==> config.mk <==
export PLATFORM = sky130hd
export DESIGN_NAME = vector_rename_map_free_list
export DESIGN_NICKNAME = d
export VERILOG_FILES = /design/src/design/vrmf_pkg.sv /design/src/design/vrmf_ram.sv /design/src/design/vrmf_free_list.sv /design/src/design/vrmf_slot_table.sv /design/src/design/vector_rename_map_free_list.sv
export SDC_FILE = /design/constraint.sdc
export NUM_CORES = 2
export LEC_CHECK = 0
export BUFFER_PORTS_ARGS = -buffer_cell sky130_fd_sc_hd__clkbuf_2
export CORE_UTILIZATION = 55
export CTS_BUF_LIST = sky130_fd_sc_hd__clkbuf_4
export CTS_CLUSTER_DIAMETER = 150
export CTS_CLUSTER_SIZE = 25
export DETAILED_ROUTE_END_ITERATION = 7
export PLACE_DENSITY_LB_ADDON = 0.05
export SLEW_MARGIN = 20
export SYNTH_ARGS = -nofsm -noshare
export SYNTH_HDL_FRONTEND = slang
export SYNTH_HIERARCHICAL = 1
export SYNTH_SLANG_ARGS = --single-unit
==> constraint.sdc <==
create_clock -name clk -period 10.3 [get_ports clk]
set_clock_uncertainty 0.2 [all_clocks]
set_input_delay 1.545 -clock clk [delete_from_list [all_inputs] [get_ports clk]]
set_output_delay 1.545 -clock clk [all_outputs]
set_load 0.02 [all_outputs]
==> src/design/vrmf_pkg.sv <==
// ----------------------------------------------------------------------------
// vrmf_pkg
// Shared types and constants for the vector rename map and free list block.
// ----------------------------------------------------------------------------
package vrmf_pkg;

  // Default sizes, handed to the top-level parameters.
  localparam int RENAMED_SLOTS_DEF = 64;
  localparam int PHYS_REGS_DEF     = 64;
  localparam int PRESET_SLOTS_DEF  = 32;

  // Fixed field widths of the item and result ports.
  localparam int CMD_W     = 3;
  localparam int IDX_W     = 6;
  localparam int OPND_W    = 16;
  localparam int CNT_W     = 16;
  localparam int RES_REG_W = 6;
  // Widest physical register number (PHYS_REGS at most 256).
  localparam int REG_W     = 8;

  typedef logic [REG_W-1:0] phys_t;

  typedef enum logic [CMD_W-1:0] {
    CMD_MAP_READ     = 3'd0,
    CMD_MAP_WRITE    = 3'd1,
    CMD_ALLOCATE     = 3'd2,
    CMD_RELEASE      = 3'd3,
    CMD_COUNTER_ADD  = 3'd4,
    CMD_COUNTER_READ = 3'd5
  } cmd_t;

  typedef enum logic [1:0] {
    ST_OK      = 2'd0,
    ST_EMPTY   = 2'd1,
    ST_REFUSED = 2'd2,
    ST_RANGE   = 2'd3
  } status_t;

  // One command item as it moves through the execute stage.
  typedef struct packed {
    logic [CMD_W-1:0]  command;
    logic [IDX_W-1:0]  entry_index;
    logic              no_register;
    logic [OPND_W-1:0] operand;
  } item_t;

  // Answer of the slot table (map entries and commit counters).
  typedef struct packed {
    phys_t            map_reg;
    logic             mapped;
    logic [CNT_W-1:0] cval;
    status_t          status;
  } slot_rsp_t;

  // Answer of the free list.
  typedef struct packed {
    phys_t   pop_reg;
    logic    empty;
    status_t status;
  } fl_rsp_t;

endpackage

==> src/design/vrmf_ram.sv <==
// ----------------------------------------------------------------------------
// vrmf_ram
// Generic simple dual-port RAM: one write port, one read port, registered read.
// ----------------------------------------------------------------------------
module vrmf_ram #(
  parameter int WIDTH = 8,
  parameter int DEPTH = 64
) (
  input  logic                     clk,
  input  logic                     wr_en,
  input  logic [$clog2(DEPTH)-1:0] wr_addr,
  input  logic [WIDTH-1:0]         wr_data,
  input  logic                     rd_en,
  input  logic [$clog2(DEPTH)-1:0] rd_addr,
  output logic [WIDTH-1:0]         rd_data
);

  logic [WIDTH-1:0] mem [DEPTH];

  always_ff @(posedge clk) begin
    if (wr_en) begin
      mem[wr_addr] <= wr_data;
    end
    if (rd_en) begin
      rd_data <= mem[rd_addr];
    end
  end

endmodule

==> src/design/vrmf_free_list.sv <==
// ----------------------------------------------------------------------------
// vrmf_free_list
// FIFO of free physical registers in RAM, with head, tail, count and a
// presence bitmap for duplicate checks.
// ----------------------------------------------------------------------------
module vrmf_free_list #(
  parameter int PHYS_REGS = vrmf_pkg::PHYS_REGS_DEF
) (
  input  logic              clk,
  input  logic              rst,
  input  logic              rd_en,
  input  logic              fire,
  input  vrmf_pkg::item_t   item,
  output vrmf_pkg::fl_rsp_t rsp
);

  localparam int PW = $clog2(PHYS_REGS);
  localparam int CW = $clog2(PHYS_REGS + 1);
  localparam logic [PW-1:0] LAST_POS   = PW'(PHYS_REGS - 1);
  localparam logic [CW-1:0] FULL_COUNT = CW'(PHYS_REGS);
  localparam logic [CW-1:0] NEAR_FULL  = CW'(PHYS_REGS - 1);

  logic [PW-1:0]        head;
  logic [PW-1:0]        tail;
  logic [CW-1:0]        count;
  logic [PHYS_REGS-1:0] in_free;
  logic [PHYS_REGS-1:0] q_written;
  logic                 fwd_hit;
  logic [PW-1:0]        fwd_reg;

  logic [PW-1:0] head_next;
  logic [PW-1:0] tail_next;
  logic [CW-1:0] count_next;
  logic [PW-1:0] q_data;
  logic [PW-1:0] q_head;
  logic [PW-1:0] op_reg;
  logic [PW-1:0] rd_addr;
  logic          alloc_cmd;
  logic          release_cmd;
  logic          reg_ok;
  logic          do_pop;
  logic          do_push;

  always_comb begin
    alloc_cmd   = item.command == vrmf_pkg::CMD_ALLOCATE;
    release_cmd = (item.command == vrmf_pkg::CMD_RELEASE) && !item.no_register;
    reg_ok      = item.operand < 16'(PHYS_REGS);
    op_reg      = item.operand[PW-1:0];
    // An entry never written still holds its own position.
    q_head      = fwd_hit ? fwd_reg : (q_written[head] ? q_data : head);
    do_pop      = alloc_cmd && (count != '0);
    do_push     = release_cmd && reg_ok && (count < NEAR_FULL) && !in_free[op_reg];

    head_next  = head;
    tail_next  = tail;
    count_next = count;
    if (do_pop) begin
      head_next  = (head == LAST_POS) ? '0 : head + 1'b1;
      count_next = count - 1'b1;
    end
    if (do_push) begin
      tail_next  = (tail == LAST_POS) ? '0 : tail + 1'b1;
      count_next = count + 1'b1;
    end

    rsp.status = vrmf_pkg::ST_OK;
    if (alloc_cmd && !do_pop) begin
      rsp.status = vrmf_pkg::ST_EMPTY;
    end else if (release_cmd && !reg_ok) begin
      rsp.status = vrmf_pkg::ST_RANGE;
    end else if (release_cmd && !do_push) begin
      rsp.status = vrmf_pkg::ST_REFUSED;
    end
    rsp.pop_reg = do_pop ? vrmf_pkg::phys_t'(q_head) : '0;
    rsp.empty   = count_next == '0;

    // Read the head as it stands after the item now finishing.
    rd_addr = fire ? head_next : head;
  end

  vrmf_ram #(
    .WIDTH (PW),
    .DEPTH (PHYS_REGS)
  ) u_queue_ram (
    .clk     (clk),
    .wr_en   (fire && do_push),
    .wr_addr (tail),
    .wr_data (op_reg),
    .rd_en   (rd_en),
    .rd_addr (rd_addr),
    .rd_data (q_data)
  );

  always_ff @(posedge clk) begin
    if (rst) begin
      head      <= '0;
      tail      <= '0;
      count     <= FULL_COUNT;
      in_free   <= '1;
      q_written <= '0;
      fwd_hit   <= 1'b0;
    end else begin
      if (fire) begin
        head  <= head_next;
        tail  <= tail_next;
        count <= count_next;
        if (do_pop) begin
          in_free[q_head] <= 1'b0;
        end
        if (do_push) begin
          in_free[op_reg] <= 1'b1;
          q_written[tail] <= 1'b1;
        end
      end
      if (rd_en) begin
        fwd_hit <= fire && do_push && (tail == head_next);
      end
    end
  end

  always_ff @(posedge clk) begin
    if (rd_en) begin
      fwd_reg <= op_reg;
    end
  end

`ifndef NO_ASSERTIONS
  a_bitmap_count: assert property (@(posedge clk) disable iff (rst)
    $countones(in_free) == int'(count))
    else $error("free bitmap disagrees with free count");

  a_count_bound: assert property (@(posedge clk) disable iff (rst)
    count <= FULL_COUNT)
    else $error("free count above register count");

  a_ptr_meet: assert property (@(posedge clk) disable iff (rst)
    (count == '0 || count == FULL_COUNT) |-> head == tail)
    else $error("head and tail apart on empty or full list");

  a_pop_present: assert property (@(posedge clk) disable iff (rst)
    (fire && do_pop) |-> in_free[q_head])
    else $error("popped register not marked free");
`endif

endmodule

==> src/design/vrmf_slot_table.sv <==
// ----------------------------------------------------------------------------
// vrmf_slot_table
// Per-slot RAM holding the map entry and commit counter, read-modify-write
// with a forwarding register for back-to-back access to one slot.
// ----------------------------------------------------------------------------
module vrmf_slot_table #(
  parameter int RENAMED_SLOTS = vrmf_pkg::RENAMED_SLOTS_DEF,
  parameter int PHYS_REGS     = vrmf_pkg::PHYS_REGS_DEF,
  parameter int PRESET_SLOTS  = vrmf_pkg::PRESET_SLOTS_DEF
) (
  input  logic                       clk,
  input  logic                       rst,
  input  logic                       rd_en,
  input  logic [vrmf_pkg::IDX_W-1:0] rd_idx,
  input  logic                       fire,
  input  vrmf_pkg::item_t            item,
  output vrmf_pkg::slot_rsp_t        rsp
);

  localparam int SW = $clog2(RENAMED_SLOTS);
  localparam int PW = $clog2(PHYS_REGS);
  localparam int WW = vrmf_pkg::CNT_W + PW;

  logic [RENAMED_SLOTS-1:0] map_valid;
  logic [RENAMED_SLOTS-1:0] cnt_written;
  logic                     fwd_hit;
  logic [WW-1:0]            fwd_word;

  logic [SW-1:0]              addr;
  logic [SW-1:0]              rd_addr;
  logic [WW-1:0]              rd_data;
  logic [WW-1:0]              word;
  logic [WW-1:0]              wr_word;
  logic [vrmf_pkg::CNT_W-1:0] cnt_eff;
  logic [vrmf_pkg::CNT_W-1:0] sum;
  logic [PW-1:0]              op_reg;
  logic                       idx_ok;
  logic                       reg_ok;
  logic                       wr_map;
  logic                       wr_cnt;
  logic                       wr_en;

  always_comb begin
    addr    = SW'(item.entry_index);
    rd_addr = SW'(rd_idx);
    idx_ok  = 9'(item.entry_index) < 9'(RENAMED_SLOTS);
    reg_ok  = item.operand < 16'(PHYS_REGS);
    op_reg  = item.operand[PW-1:0];
    word    = fwd_hit ? fwd_word : rd_data;
    // A counter never written holds its preset value.
    if (cnt_written[addr]) begin
      cnt_eff = word[WW-1:PW];
    end else begin
      cnt_eff = (9'(item.entry_index) < 9'(PRESET_SLOTS)) ? 16'd1 : 16'd0;
    end
    sum = cnt_eff + item.operand;

    rsp.map_reg = '0;
    rsp.mapped  = 1'b0;
    rsp.cval    = '0;
    rsp.status  = vrmf_pkg::ST_OK;
    wr_map      = 1'b0;
    wr_cnt      = 1'b0;

    case (item.command)
      vrmf_pkg::CMD_MAP_READ: begin
        if (!item.no_register) begin
          if (!idx_ok) begin
            rsp.status = vrmf_pkg::ST_RANGE;
          end else if (map_valid[addr]) begin
            rsp.map_reg = vrmf_pkg::phys_t'(word[PW-1:0]);
            rsp.mapped  = 1'b1;
          end
        end
      end
      vrmf_pkg::CMD_MAP_WRITE: begin
        if (item.no_register || !idx_ok || !reg_ok) begin
          rsp.status = vrmf_pkg::ST_RANGE;
        end else begin
          wr_map = 1'b1;
        end
      end
      vrmf_pkg::CMD_COUNTER_ADD: begin
        if (!item.no_register) begin
          if (!idx_ok) begin
            rsp.status = vrmf_pkg::ST_RANGE;
          end else begin
            wr_cnt   = 1'b1;
            rsp.cval = sum;
          end
        end
      end
      vrmf_pkg::CMD_COUNTER_READ: begin
        if (item.no_register || !idx_ok) begin
          rsp.status = vrmf_pkg::ST_RANGE;
        end else begin
          rsp.cval = cnt_eff;
        end
      end
      default: begin
      end
    endcase

    wr_en   = wr_map || wr_cnt;
    // Write back the effective counter, so every write makes it valid.
    wr_word = {(wr_cnt ? sum : cnt_eff), (wr_map ? op_reg : word[PW-1:0])};
  end

  vrmf_ram #(
    .WIDTH (WW),
    .DEPTH (RENAMED_SLOTS)
  ) u_slot_ram (
    .clk     (clk),
    .wr_en   (fire && wr_en),
    .wr_addr (addr),
    .wr_data (wr_word),
    .rd_en   (rd_en),
    .rd_addr (rd_addr),
    .rd_data (rd_data)
  );

  always_ff @(posedge clk) begin
    if (rst) begin
      map_valid   <= '0;
      cnt_written <= '0;
      fwd_hit     <= 1'b0;
    end else begin
      if (fire && wr_en) begin
        cnt_written[addr] <= 1'b1;
        if (wr_map) begin
          map_valid[addr] <= 1'b1;
        end
      end
      if (rd_en) begin
        fwd_hit <= fire && wr_en && (addr == rd_addr);
      end
    end
  end

  always_ff @(posedge clk) begin
    if (rd_en) begin
      fwd_word <= wr_word;
    end
  end

`ifndef NO_ASSERTIONS
  a_map_set: assert property (@(posedge clk) disable iff (rst)
    (fire && wr_map) |=> map_valid[$past(addr)])
    else $error("map write did not mark entry mapped");

  a_cnt_set: assert property (@(posedge clk) disable iff (rst)
    (fire && wr_en) |=> cnt_written[$past(addr)])
    else $error("slot write did not mark counter written");

  a_fwd_take: assert property (@(posedge clk) disable iff (rst)
    (rd_en && fire && wr_en && addr == rd_addr) |=> fwd_hit)
    else $error("same-slot access not forwarded");
`endif

endmodule

==> src/design/vector_rename_map_free_list.sv <==
// ----------------------------------------------------------------------------
// vector_rename_map_free_list
// Vector register rename store: map table, free list and commit counters.
// ----------------------------------------------------------------------------
// Usage:
//   The command channel (cmd_valid/cmd_stall) carries one item per transfer:
//   command, entry_index, no_register and operand_value. The result channel
//   (rsp_valid/rsp_stall) returns exactly one item per command, in order.
//   A taken command is registered into execute, then its result into the
//   registers behind rsp_valid. Throughput: one command per cycle while no
//   result stalls; the slot RAM and free-queue RAM are read when a command
//   is taken and written back when it leaves execute, and a forwarding
//   register covers a command touching the entry the one just ahead wrote.
//   Stall: while a result waits with rsp_stall high, the command in execute
//   holds and cmd_stall goes high; once the result is taken, execute
//   completes and the channel opens again in that same cycle.
//   Reset (rst, synchronous): every map entry unmapped, the free list full
//   with registers in ascending order, counters at their preset values.
//   Valid bits stand in for initial RAM contents, so no clearing pass runs
//   and commands are taken as soon as reset is released.
// ----------------------------------------------------------------------------
module vector_rename_map_free_list #(
  parameter int RENAMED_SLOTS = vrmf_pkg::RENAMED_SLOTS_DEF,
  parameter int PHYS_REGS     = vrmf_pkg::PHYS_REGS_DEF,
  parameter int PRESET_SLOTS  = vrmf_pkg::PRESET_SLOTS_DEF
) (
  input  logic                                clk,
  input  logic                                rst,

  input  logic                                cmd_valid,
  output logic                                cmd_stall,
  input  logic [vrmf_pkg::CMD_W-1:0]          command,
  input  logic [vrmf_pkg::IDX_W-1:0]          entry_index,
  input  logic                                no_register,
  input  logic signed [vrmf_pkg::OPND_W-1:0]  operand_value,

  output logic                                rsp_valid,
  input  logic                                rsp_stall,
  output logic [vrmf_pkg::RES_REG_W-1:0]      result_reg,
  output logic                                reg_mapped,
  output logic signed [vrmf_pkg::CNT_W-1:0]   counter_value,
  output logic                                free_empty,
  output logic [1:0]                          status
);

  // Execute stage.
  logic              ex_valid;
  vrmf_pkg::item_t   ex_item;
  vrmf_pkg::item_t   in_item;

  logic accept;
  logic fire;

  vrmf_pkg::slot_rsp_t slot_rsp;
  vrmf_pkg::fl_rsp_t   fl_rsp;

  vrmf_pkg::phys_t   res_phys;
  vrmf_pkg::status_t status_next;

  // Finish execute whenever the output register is free or being drained.
  assign fire      = ex_valid && !(rsp_valid && rsp_stall);
  assign cmd_stall = ex_valid && rsp_valid && rsp_stall;
  assign accept    = cmd_valid && !cmd_stall;

  always_comb begin
    in_item.command     = command;
    in_item.entry_index = entry_index;
    in_item.no_register = no_register;
    in_item.operand     = operand_value;
  end

  vrmf_slot_table #(
    .RENAMED_SLOTS (RENAMED_SLOTS),
    .PHYS_REGS     (PHYS_REGS),
    .PRESET_SLOTS  (PRESET_SLOTS)
  ) u_slot_table (
    .clk    (clk),
    .rst    (rst),
    .rd_en  (accept),
    .rd_idx (entry_index),
    .fire   (fire),
    .item   (ex_item),
    .rsp    (slot_rsp)
  );

  vrmf_free_list #(
    .PHYS_REGS (PHYS_REGS)
  ) u_free_list (
    .clk   (clk),
    .rst   (rst),
    .rd_en (accept),
    .fire  (fire),
    .item  (ex_item),
    .rsp   (fl_rsp)
  );

  // Pick the answering unit by command; unused codes report ok and zeros, but free_empty still follows the free list.
  always_comb begin
    case (ex_item.command)
      vrmf_pkg::CMD_MAP_READ,
      vrmf_pkg::CMD_MAP_WRITE,
      vrmf_pkg::CMD_COUNTER_ADD,
      vrmf_pkg::CMD_COUNTER_READ: begin
        res_phys    = slot_rsp.map_reg;
        status_next = slot_rsp.status;
      end
      vrmf_pkg::CMD_ALLOCATE,
      vrmf_pkg::CMD_RELEASE: begin
        res_phys    = fl_rsp.pop_reg;
        status_next = fl_rsp.status;
      end
      default: begin
        res_phys    = '0;
        status_next = vrmf_pkg::ST_OK;
      end
    endcase
  end

  always_ff @(posedge clk) begin
    if (rst) begin
      ex_valid  <= 1'b0;
      rsp_valid <= 1'b0;
    end else begin
      // Hold the item in execute until its result can be registered.
      if (accept) begin
        ex_valid <= 1'b1;
      end else if (fire) begin
        ex_valid <= 1'b0;
      end
      if (fire) begin
        rsp_valid <= 1'b1;
      end else if (!rsp_stall) begin
        rsp_valid <= 1'b0;
      end
    end
  end

  // Payload registers: no reset needed.
  always_ff @(posedge clk) begin
    if (accept) begin
      ex_item <= in_item;
    end
    if (fire) begin
      result_reg    <= res_phys[vrmf_pkg::RES_REG_W-1:0];
      reg_mapped    <= slot_rsp.mapped;
      counter_value <= $signed(slot_rsp.cval);
      free_empty    <= fl_rsp.empty;
      status        <= status_next;
    end
  end

`ifndef NO_ASSERTIONS
  a_take_to_exec: assert property (@(posedge clk) disable iff (rst)
    accept |=> ex_valid)
    else $error("accepted command missing from execute");

  a_fire_to_rsp: assert property (@(posedge clk) disable iff (rst)
    fire |=> rsp_valid)
    else $error("finished command produced no result");

  a_exec_hold: assert property (@(posedge clk) disable iff (rst)
    (ex_valid && rsp_valid && rsp_stall) |=> (ex_valid && $stable(ex_item)))
    else $error("execute stage dropped a stalled command");
`endif

endmodule
==> impl_metrics.ini <==
[power]
power.leakage_nw = 28.23
finalPower_mw = 13.64
internal_power_mw = 10.58
switching_power_mw = 3.064
pwr-share-seq_pct = 71.1
switching_share_pct = 22.46
p_per_area_nw_per_um2 = 149.6
clockPowerShare_pct = 22.6
power_frac_comb_pct = 6.3
vdd_drop_max_uv = 127.8

[routing]
via_count = 45973
dr.pass1.iters = 8
postRouteAntennaNets = 1
drtIter0Drc = 4861
wl_per_cell_um = 30.87
drc = 0
vias_per_cell = 6.573
routed_wl_um = 215900

[critical_path]
required_ns = 10.97
end_kind = flop
startpoint = ex_item[17]
crit_path_start_kind = flop
cp.arrival_ns = 7.51
ff2ff_setup_slack_ns = 3.46
crit_chain = buf_4 -> mux4_1 -> a22oi_1 -> o32ai_1 -> nor3_4 -> nand2_2 -> a21oi_1 -> inv_1 -> ha_1 -> ha_1 -> a21o_1 -> o21bai_1 -> maj3_1 -> and3_1 -> a221oi_1 -> o21ai_1 -> a21oi_1 -> o311ai_1 -> xor2_1 -> nand2_1 -> o21ai_4 -> buf_4
worstPathMaxFanout = 65
r2r-end = u_slot_table/u_slot_ram/mem[13][20]
cpMaxStageDelayCell = mux4_1
critPathMaxStageDelay_ns = 0.63
critPathKind = flop to flop
regToRegStartpoint = ex_item[17]
cp_top_family = compound AO/OA/AOI/OAI gates
rr_worst_depth = 22
critical_path.n_buffers_inverters = 3

[yosys]
yosys_warnings = 6
syn_avg_cell_area_um2 = 17.74
syn_inst = 4899
syn_nets = 4945
synth_area_um2 = 86890

[placed_design]
place_ws_ns = 3.651
placedCellCount = 6840
io_buffers = 57
gp_congestion = 0.8651
hpwl_um = 127200

[layout]
drive_gt1_share_pct = 20.05
mostFrequentLayoutCells = edfxtp_1, mux4_2, nor2_1
top_register = u_slot_table/u_slot_ram/mem
nNetsFinal = 4927
largest_reg_flops = 1408
final_common_cell = edfxtp_1
instances_no_fill = 6994
largest_registers = u_slot_table/u_slot_ram/mem (1408), u_free_list/u_queue_ram/mem (384)
finish.utilization_pct = 58.23
area_growth_pct = 4.920

[grt]
grt_start_max_net_pins = 180
grt_usage_pct = 27.14
antenna_found_initial = 7
grt_pass1_wl_um = 312200
grt_overflow = 0
grt_pass1_vias = 44296

[sta]
tns_ns = 0
rsz0062_at_grt = false
slew_viol_final = 0
clock.fmax_ghz = 0.1463
fin_ws_ns = 3.464
timing.final.crit_period_ns = 6.836
finalSetupViolCount = 0
fin_crit_sh_pct = 66.37
relSlewSlack_pct = 19.30
tightest_slew_ns = 1.210
finalHoldViolations = 0

[clock_network]
htreeDepth = 3
clk_latency_ns = 1.22
cts_tree = built
post_cts_buffers = 0
cts_hold_buf = 0
cts_sinks = 2179
ctsLongestPathBuffers = 3
cts_root_buf = clkbuf_4
ctsResizeCount = 0
clk_pin_slew_worst_paths_ns = 0.26
cts-buffers-inserted = 97

[outcome]
violations = antenna violations
status = finished with violations

[die]
dieWidth_um = 399.5
num_rows = 145
boundaryPins = 58
die_h_um = 399.5
dieArea_um2 = 159600
initial_utilization_pct = 55.50
core_um2 = 156600

[min_path]
worstHoldStart = operand_value[1]
hp-class = input pin to flop
hold-path-endpoint = ex_item[1]
hold_depth = 1

[run]
max_cap_violations = 0
## final cells by class
type	count	area (um^2)
inverters	40	150.1
well taps	2058	2575
fillers	11723	65400
diodes	14	35.03
repair buffers	191	1406
clock inverters	8	122.6
clock buffers	132	991.0
flip-flops and latches	2179	62640
multi-input cells	2372	23250
## power by group through the flow
stage | registers, mW | logic [mW] | clock network, mW
2_1_floorplan | 9.90 | 0.525 | 0
3_3_place_gp | 9.88 | 0.856 | 0
3_5_place_dp | 9.88 | 0.865 | 0
4_1_cts | 9.69 | 0.866 | 3.18
5_1_grt | 9.70 | 0.912 | 3.43
6_report | 9.69 | 0.860 | 3.09
## worst max-delay path by stage
stage / end / slack [ns] / depth (start not counted)
2_1_floorplan: u_slot_table/fwd_word[14] / 2.59 / 19
3_3_place_gp: u_slot_table/u_slot_ram/mem[14][18] / 3.65 / 22
3_5_place_dp: u_slot_table/u_slot_ram/mem[1][18] / 3.65 / 22
4_1_cts: u_slot_table/u_slot_ram/mem[11][18] / 3.55 / 22
5_1_grt: u_slot_table/u_slot_ram/mem[11][18] / 3.02 / 22
6_report: u_slot_table/u_slot_ram/mem[13][20] / 3.46 / 22
## metrics by stage
step,cell area [um^2],hold WS [ns]
4_1_cts,91100,0.1434
5_1_grt,91150,0.1415
3_3_place_gp,89990,0.2375
3_5_place_dp,89990,0.2464
6_report,91170,0.2743
2_1_floorplan,86890,0.2254
## metal layers
layer	wire [um]	global-route usage, %
met4	5754	6.713
met1	91710	39.63
met5	15	0
met3	13450	3.144
met2	105000	44.02
Power figures use the tool's default switching activity.
